[src/byte_to_sample_unpacker_defines.svh]
// Assertion macros shared by the byte_to_sample_unpacker RTL.
// Needs signals named clock and reset in the module that uses them.
`ifndef BYTE_TO_SAMPLE_UNPACKER_DEFINES_SVH
`define BYTE_TO_SAMPLE_UNPACKER_DEFINES_SVH

// Same-cycle implication, disabled during reset.
`define B2S_CHECK(lbl, ante, cons, msg) \
   lbl: assert property (@(posedge clock) disable iff (reset) (ante) |-> (cons)) \
      else $error(msg);

// Next-cycle implication, disabled during reset.
`define B2S_CHECK_NEXT(lbl, ante, cons, msg) \
   lbl: assert property (@(posedge clock) disable iff (reset) (ante) |=> (cons)) \
      else $error(msg);

`endif

[src/b2s_pkg.sv]
// Types and constants for the byte_to_sample_unpacker.
// No dependencies.
package b2s_pkg;

   typedef logic [1:0] csr_index_type;

   localparam csr_index_type CSR_SAMPLE_WIDTH    = 2'd0;
   localparam csr_index_type CSR_MAX_VALUE       = 2'd1;
   localparam csr_index_type CSR_FORCE_ZERO_MASK = 2'd2;

   localparam logic [4:0]  MIN_WIDTH       = 5'd4;
   localparam logic [4:0]  WIDTH_RESET     = 5'd8;
   localparam logic [15:0] MAX_VALUE_RESET = 16'hFFFF;

   typedef struct packed {
      logic [15:0] sample;
      logic        clamped;
      logic [15:0] sample_index;
      logic        last;
   } result_type;

endpackage

[src/byte_to_sample_unpacker.sv]
// Top level of the byte-to-sample unpacker: input register, gearbox logic, 2-entry output queue.
// Depends on b2s_pkg and byte_to_sample_unpacker_defines.svh.
//
// Bytes arrive on req_ and are unpacked bit 0 first into samples of csr sample_width bits
// (4 up to MAX_SAMPLE_WIDTH, capped at 16; smaller values act as 4, larger ones as the cap).
// Masked bits are cleared, a sample above max_value is replaced by it with rsp_clamped set,
// and rsp_last marks the final sample that a byte produced. A byte yields zero, one or two
// samples; leftover bits stay held for the next byte and are never flushed. A byte is taken
// each cycle while the output queue has room for its samples; the single result port delivers
// one sample per cycle while rsp_stall is low, so a steady run of bytes that yield two
// samples each stalls req_. The first sample of a byte passes the input register and then
// the output queue before it is valid on rsp_. Configuration writes are always ready and
// must be made while the block is idle.
`include "byte_to_sample_unpacker_defines.svh"

module byte_to_sample_unpacker #(
   parameter int MAX_SAMPLE_WIDTH = 16
) (
   input  logic                  clock,
   input  logic                  reset,
   input  logic                  req_valid,
   output logic                  req_stall,
   input  logic [7:0]            req_data_byte,
   output logic                  rsp_valid,
   input  logic                  rsp_stall,
   output logic [15:0]           rsp_sample,
   output logic                  rsp_clamped,
   output logic [15:0]           rsp_sample_index,
   output logic                  rsp_last,
   input  logic                  csr_valid,
   output logic                  csr_ready,
   input  b2s_pkg::csr_index_type csr_index,
   input  logic [15:0]           csr_wdata
);
   import b2s_pkg::*;

   localparam int WMAX = (MAX_SAMPLE_WIDTH > 16) ? 16 : MAX_SAMPLE_WIDTH;

   // configuration
   logic [4:0]  width_ff;
   logic [15:0] max_ff;
   logic [15:0] fzm_ff;

   // gearbox state
   logic [WMAX-1:0] part_ff, part_in;
   logic [4:0]      held_ff, held_in;
   logic [15:0]     idx_ff, idx_in;

   // input register
   logic       s_vld_ff, s_vld_in;
   logic [7:0] s_byte_ff;

   // output queue
   result_type head_ff, head_in, tail_ff, tail_in;
   logic [1:0] q_cnt_ff, q_cnt_in;

   logic [4:0]      w;
   logic [16:0]     wmask17;
   logic [15:0]     wmask;
   logic [WMAX+7:0] comb_bits;
   logic [4:0]      hp1, i1;
   logic [5:0]      i2;
   logic            first, second;
   logic [3:0]      sh1;
   logic [7:0]      rem, rem2;
   logic [15:0]     raw1, raw2, m1, m2;
   logic            c1, c2;
   logic [1:0]      n, nadd, cnt_p;
   logic [2:0]      room;
   logic            pop, move, accept;
   result_type      res0, res1;

   assign csr_ready = 1'b1;

   // effective width
   always_comb begin
      if (width_ff < MIN_WIDTH) begin
         w = MIN_WIDTH;
      end else if (width_ff > 5'(WMAX)) begin
         w = 5'(WMAX);
      end else begin
         w = width_ff;
      end
   end

   // gearbox: where the first and second sample complete within this byte
   always_comb begin
      wmask17   = (17'd1 << w) - 17'd1;
      wmask     = wmask17[15:0];
      comb_bits = {8'h00, part_ff} | ({{WMAX{1'b0}}, s_byte_ff} << held_ff);
      hp1       = held_ff + 5'd1;
      i1        = (w > hp1) ? (w - hp1) : 5'd0;
      first     = (i1 <= 5'd7);
      sh1       = i1[3:0] + 4'd1;
      rem       = s_byte_ff >> sh1;
      i2        = {1'b0, i1} + {1'b0, w};
      second    = first && (i2 <= 6'd7);
      rem2      = rem >> w;

      raw1 = comb_bits[15:0] & wmask;
      raw2 = {8'h00, rem} & wmask;
      m1   = raw1 & ~fzm_ff;
      m2   = raw2 & ~fzm_ff;
      c1   = (m1 > max_ff);
      c2   = (m2 > max_ff);

      res0.sample       = c1 ? max_ff : m1;
      res0.clamped      = c1;
      res0.sample_index = idx_ff;
      res0.last         = !second;
      res1.sample       = c2 ? max_ff : m2;
      res1.clamped      = c2;
      res1.sample_index = idx_ff + 16'd1;
      res1.last         = 1'b1;

      if (second) begin
         n       = 2'd2;
         part_in = WMAX'(rem2);
         held_in = 5'd7 - i2[4:0];
      end else if (first) begin
         n       = 2'd1;
         part_in = WMAX'(rem);
         held_in = 5'd7 - i1;
      end else begin
         n       = 2'd0;
         part_in = comb_bits[WMAX-1:0];
         held_in = held_ff + 5'd8;
      end
   end

   // handshakes and queue bookkeeping
   always_comb begin
      pop       = (q_cnt_ff != 2'd0) && !rsp_stall;
      cnt_p     = q_cnt_ff - {1'b0, pop};
      room      = {1'b0, cnt_p} + {1'b0, n};
      move      = s_vld_ff && (room <= 3'd2);
      nadd      = move ? n : 2'd0;
      q_cnt_in  = cnt_p + nadd;
      req_stall = s_vld_ff && !move;
      accept    = req_valid && !req_stall;
      idx_in    = idx_ff + {14'd0, nadd};

      if (accept) begin
         s_vld_in = 1'b1;
      end else if (move) begin
         s_vld_in = 1'b0;
      end else begin
         s_vld_in = s_vld_ff;
      end

      case (cnt_p)
         2'd0: begin
            head_in = res0;
            tail_in = res1;
         end
         2'd1: begin
            head_in = pop ? tail_ff : head_ff;
            tail_in = res0;
         end
         default: begin
            head_in = head_ff;
            tail_in = tail_ff;
         end
      endcase
   end

   always_ff @(posedge clock) begin
      if (reset) begin
         width_ff <= WIDTH_RESET;
         max_ff   <= MAX_VALUE_RESET;
         fzm_ff   <= '0;
      end else if (csr_valid && csr_ready) begin
         case (csr_index)
            CSR_SAMPLE_WIDTH:    width_ff <= csr_wdata[4:0];
            CSR_MAX_VALUE:       max_ff   <= csr_wdata;
            CSR_FORCE_ZERO_MASK: fzm_ff   <= csr_wdata;
            default:             ;
         endcase
      end
   end

   always_ff @(posedge clock) begin
      if (reset) begin
         part_ff  <= '0;
         held_ff  <= '0;
         idx_ff   <= '0;
         s_vld_ff <= 1'b0;
         q_cnt_ff <= 2'd0;
      end else begin
         s_vld_ff <= s_vld_in;
         q_cnt_ff <= q_cnt_in;
         if (move) begin
            part_ff <= part_in;
            held_ff <= held_in;
            idx_ff  <= idx_in;
         end
      end
   end

   always_ff @(posedge clock) begin
      if (accept) begin
         s_byte_ff <= req_data_byte;
      end
      head_ff <= head_in;
      tail_ff <= tail_in;
   end

   assign rsp_valid        = (q_cnt_ff != 2'd0);
   assign rsp_sample       = head_ff.sample;
   assign rsp_clamped      = head_ff.clamped;
   assign rsp_sample_index = head_ff.sample_index;
   assign rsp_last         = head_ff.last;

   `B2S_CHECK(a_pair_queued, rsp_valid && !rsp_last, q_cnt_ff == 2'd2, "first of a pair alone in queue")
   `B2S_CHECK(a_clamp_value, rsp_valid && rsp_clamped, rsp_sample == max_ff, "clamped word is not max_value")
   `B2S_CHECK_NEXT(a_index_step, pop && (q_cnt_ff == 2'd2), rsp_sample_index == $past(rsp_sample_index) + 16'd1, "sample index did not step")
   `B2S_CHECK_NEXT(a_held_range, move, held_ff < 5'(WMAX), "held bit count out of range")

endmodule

[config.mk]
export PLATFORM = sky130hd
export DESIGN_NAME = byte_to_sample_unpacker
export DESIGN_NICKNAME = d
export VERILOG_FILES = /design/src/b2s_pkg.sv /design/src/byte_to_sample_unpacker.sv
export VERILOG_INCLUDE_DIRS = /design/src /design/src/src
export SDC_FILE = /design/constraint.sdc
export NUM_CORES = 1
export LEC_CHECK = 0
export ABC_CLOCK_PERIOD_IN_PS = 7000
export BUFFER_PORTS_ARGS = -buffer_cell sky130_fd_sc_hd__buf_2
export CORE_MARGIN = 2
export CORE_UTILIZATION = 55
export CTS_BUF_LIST = sky130_fd_sc_hd__clkbuf_16
export DETAILED_ROUTE_END_ITERATION = 8
export GPL_ROUTABILITY_DRIVEN = 0
export HOLD_SLACK_MARGIN = 0.08
export PLACE_DENSITY = 0.77
export SYNTH_ARGS = -nofsm -noshare
export SYNTH_HDL_FRONTEND = slang
export SYNTH_SLANG_ARGS = --single-unit
[constraint.sdc]
create_clock -name clock -period 7 [get_ports clock]
set_input_delay 1.4 -clock clock [delete_from_list [all_inputs] [get_ports clock]]
set_output_delay 1.4 -clock clock [all_outputs]
set_load 0.02 [all_outputs]
==> out/summary.json <==
{
  "synthesis": {
    "syn_avg_cell_area_um2": 8.834,
    "synth_edf_count": 76,
    "synth_async_sr_flop_share_pct": 0,
    "yosys_warnings": 0,
    "synth_sequential_area_ratio_pct": 42.02,
    "syn_area_mm2": 0.009099,
    "ys_seq_elements": 153,
    "synthesis.instances": 1030,
    "synth_ff_type": "dfxtp_1",
    "yosysUniqueCellTypes": 78
  },
  "clocking": {
    "cts_inserted_buffers": 17,
    "cts_max_level": 4,
    "cts_tree": "yes",
    "clock_slew_at_the_register_clock_pins_of_the_worst_setup_and_hold_paths_ns": 0.06,
    "clk-insertion-delay-late_ns": 0.44,
    "clock_tree.buffer_depth": 2,
    "clockRootBuffer": "clkbuf_16",
    "cts.sink_count": 153
  },
  "timing": {
    "final-max-slew-violation-count": 0,
    "setup_tns_ns": 0,
    "setup_viol_count_final": 0,
    "rsz_0062_raised_after_global_routing": "true",
    "timing_hold_violations_final": 0,
    "time_the_worst_path_needs_with_i_o_delays_and_setup_ns": 6.796,
    "hold_slack_ns": 0.4530,
    "worst_slew_margin_rel_pct": 24.60,
    "timing.final.ws_setup_ns": 0.2044,
    "timing.fmax_mhz": 147.2,
    "worst_case_clock_skew_ns": 0.01092,
    "fin_crit_sh_pct": 97.08,
    "transition_time_at_the_pin_with_the_least_slew_margin_ns": 1.131
  },
  "floorplan": {
    "core.rowCount": 47,
    "die_area_mm2": 0.01759,
    "num_io_pins": 68,
    "die_w_um": 132.6,
    "fp.coreArea_mm2": 0.01635,
    "die-height_um": 132.6,
    "start_util_pct": 55.66
  },
  "pwr": {
    "share_seq_of_total_power_pct": 26.9,
    "net-switching-power_mw": 2.475,
    "proportion_of_total_power_due_to_net_switching_pct": 46.50,
    "internal-power_mw": 2.847,
    "peakVddDrop_mv": 0.2518,
    "comb_power_share_pct": 55.8,
    "power-per-cell-area_mw_per_mm2": 517.9,
    "power.static_leakage_nw": 4.258,
    "clkPwrFrac_pct": 17.4
  },
  "global_routing": {
    "global_route.usage.total_pct": 27.09,
    "grt_overflow_total": 0,
    "grt_pass1_wl_mm": 37.69,
    "grt_antenna_before_repair": 0,
    "first_global_vias": 7222,
    "grt_start_max_net_pins": 71
  },
  "drt": {
    "wire_per_inst_um": 18.13,
    "dr_total_vias": 7836,
    "drc": 0,
    "drt-vias-per-instance": 5.991,
    "final_antenna_violating_net_count": 0,
    "drt_iter0_drc": 772,
    "drt_first_pass_iters": 8,
    "postRouteWirelength_mm": 23.72
  },
  "placement": {
    "detailedPlacementHpwl_mm": 16.92,
    "post_dp_cell_area_mm2": 0.009629,
    "dpl_worst_slack_ns": 0.1076,
    "numPortBuffers": 66
  },
  "worst_hold_path": {
    "worstHoldPathType": "flip-flop to flip-flop"
  },
  "finish": {
    "final_non_filler_cell_area_mm2": 0.01027,
    "final_layout_size_suffix_gt1_share_pct": 14.89,
    "layout.filler_cells": 1391,
    "final_core_utilization_pct": 62.85,
    "fin_nets": 1152,
    "insertedDiodeCount": 0,
    "area_delta_synth_final_pct": 12.93
  },
  "critical_path": {
    "critPathLaunchType": "flip-flop",
    "path_max_fanout": 7,
    "worst-setup-path-type": "flip-flop to output pin",
    "setup.worst_path.end_class": "output pin",
    "timing.critical_path.required_ns": 5.60,
    "timing.critical_path.arrival_ns": 5.40
  },
  "run_status": {
    "outcome": "complete, no violations"
  },
  "flow_run": {
    "cap_violations": 0
  }
}
-- worst paths after layout --
check	from	to	slack, ns	cells past startpoint
min	fzm_ff[2]	fzm_ff[2]	0.45	2
max reg2reg	held_ff[1]	idx_ff[13]	0.29	31
min reg2reg	fzm_ff[2]	fzm_ff[2]	0.45	2
max	held_ff[1]	req_stall	0.20	21
-- power by group through the flow --
| stage | clock, mW | combinational [mW] | sequential (mW) |
|---|---|---|---|
| 6_report | 0.924 | 2.97 | 1.43 |
| 4_1_cts | 0.933 | 2.87 | 1.43 |
| 2_1_floorplan | 0 | 1.94 | 1.53 |
| 5_1_grt | 0.969 | 3.19 | 1.45 |
| 3_3_place_gp | 0 | 2.80 | 1.44 |
| 3_5_place_dp | 0 | 2.83 | 1.44 |
-- state kept, by name, indices dropped and copies added, names as in the netlist --
signal            flops
tail_ff              34
fzm_ff               16
idx_ff               16
max_ff               16
part_ff              16
rsp_sample           16
rsp_sample_index     16
s_byte_ff             8
held_ff               5
width_ff              5
q_cnt_ff              2
rsp_clamped           1
rsp_last              1
s_vld_ff              1
-- metal layers --
metal / GRT usage, % / vias to the layer above / routed length, um / part of all wire, %
met3: 4.406 / 73 / 1819 / 7.7
li1: - / 3744 / - / -
met1: 36.58 / 3651 / 10080 / 43
met4: 10.69 / 0 / 800 / 3.4
met5: 0 / - / 0 / 0
met2: 43.75 / 368 / 11010 / 46
-- Yosys cell counts (all sizes together) (22+ instances only) --
| cell type | number | share of area (%) |
|---|---|---|
| o21ai | 42 | 2.4 |
| clkbuf | 46 | 1.9 |
| xnor2 | 22 | 2.1 |
| a21oi | 84 | 4.6 |
| nor3 | 27 | 1.5 |
| mux2i | 39 | 4.3 |
| edfxtp | 76 | 25 |
| dfxtp | 77 | 17 |
| ha | 43 | 5.9 |
| nand2 | 145 | 6.0 |
| inv | 42 | 1.7 |
| nor2 | 124 | 5.1 |
-- cell families after synthesis --
kind of cell | Yosys count | share of synthesized area (%)
AOI/OAI and AO/OA | 233 | 16.85
adders and majority gates | 46 | 6.573
buffers and inverters | 110 | 4.731
xor gates and xnor gates | 41 | 4.112
muxes | 45 | 5.157
and+or+nand+nor | 401 | 20.52
DFF | 153 | 42.02
other | 1 | 0.04121
-- cells in the final DEF, fill, tap and decap left out, drive strengths merged, types with 9 or more instances in the layout --
master	netlist	routed
nand2	145	145
nor2	124	124
buf	20	90
a21oi	84	84
dfxtp	77	77
edfxtp	76	76
inv	42	50
ha	43	43
o21ai	42	42
mux2i	39	39
nor3	27	27
xnor2	22	22
xor2	19	19
clkbuf	46	17
nand3	17	17
a211o	15	15
nand4	14	14
nor2b	13	13
o21a	9	9
nor4	9	9
a211oi	9	9
-- what timing repair did --
item                                    in CTS  in global routing
endpoints found under the hold margin        0                  0
hold buffers                                 0                  0
pin swaps                                    0                  1
endpoints found under the setup margin       2                 11
setup buffers                                0                  1
gates resized for setup                      1                 13
-- layout make-up --
cell class / count / area (um^2) / share of cell area [%]
clock inverter: 15 / 165.2 / 1.607
clock buffer: 17 / 425.4 / 4.140
inverter: 44 / 168.9 / 1.644
multi-input combinational: 769 / 4895 / 47.64
sequential: 153 / 3827 / 37.25
tap: 220 / 275.3 / 2.679
timing repair buffer: 90 / 518.0 / 5.041
-- critical path, stage by stage, from the launching register on --
cell and delay (ns):
dfxtp_1 0.34, ha_1 0.21, nand3_2 0.16, xnor2_1 0.27
ha_1 0.33, a21oi_2 0.40, o21ai_4 0.11, buf_4 0.18
nand3_1 0.15, inv_1 0.07, ha_1 0.29, nor4_1 0.35
o31ai_1 0.13, a31oi_1 0.24, and2_1 0.20, nand2b_4 0.16
inv_2 0.08, ha_1 0.22, fa_1 0.48, a21oi_1 0.09
nor2b_1 0.28, buf_2 0.24
-- stage by stage --
step                      total power [mW]  cells
after CTS                            5.233   1307
after global placement               4.238   1275
after global routing                 5.611   1308
after floorplan                      3.473   1032
after detailed placement             4.273   1275
final                                5.322   1308
(Power assumes the default switching activity.)
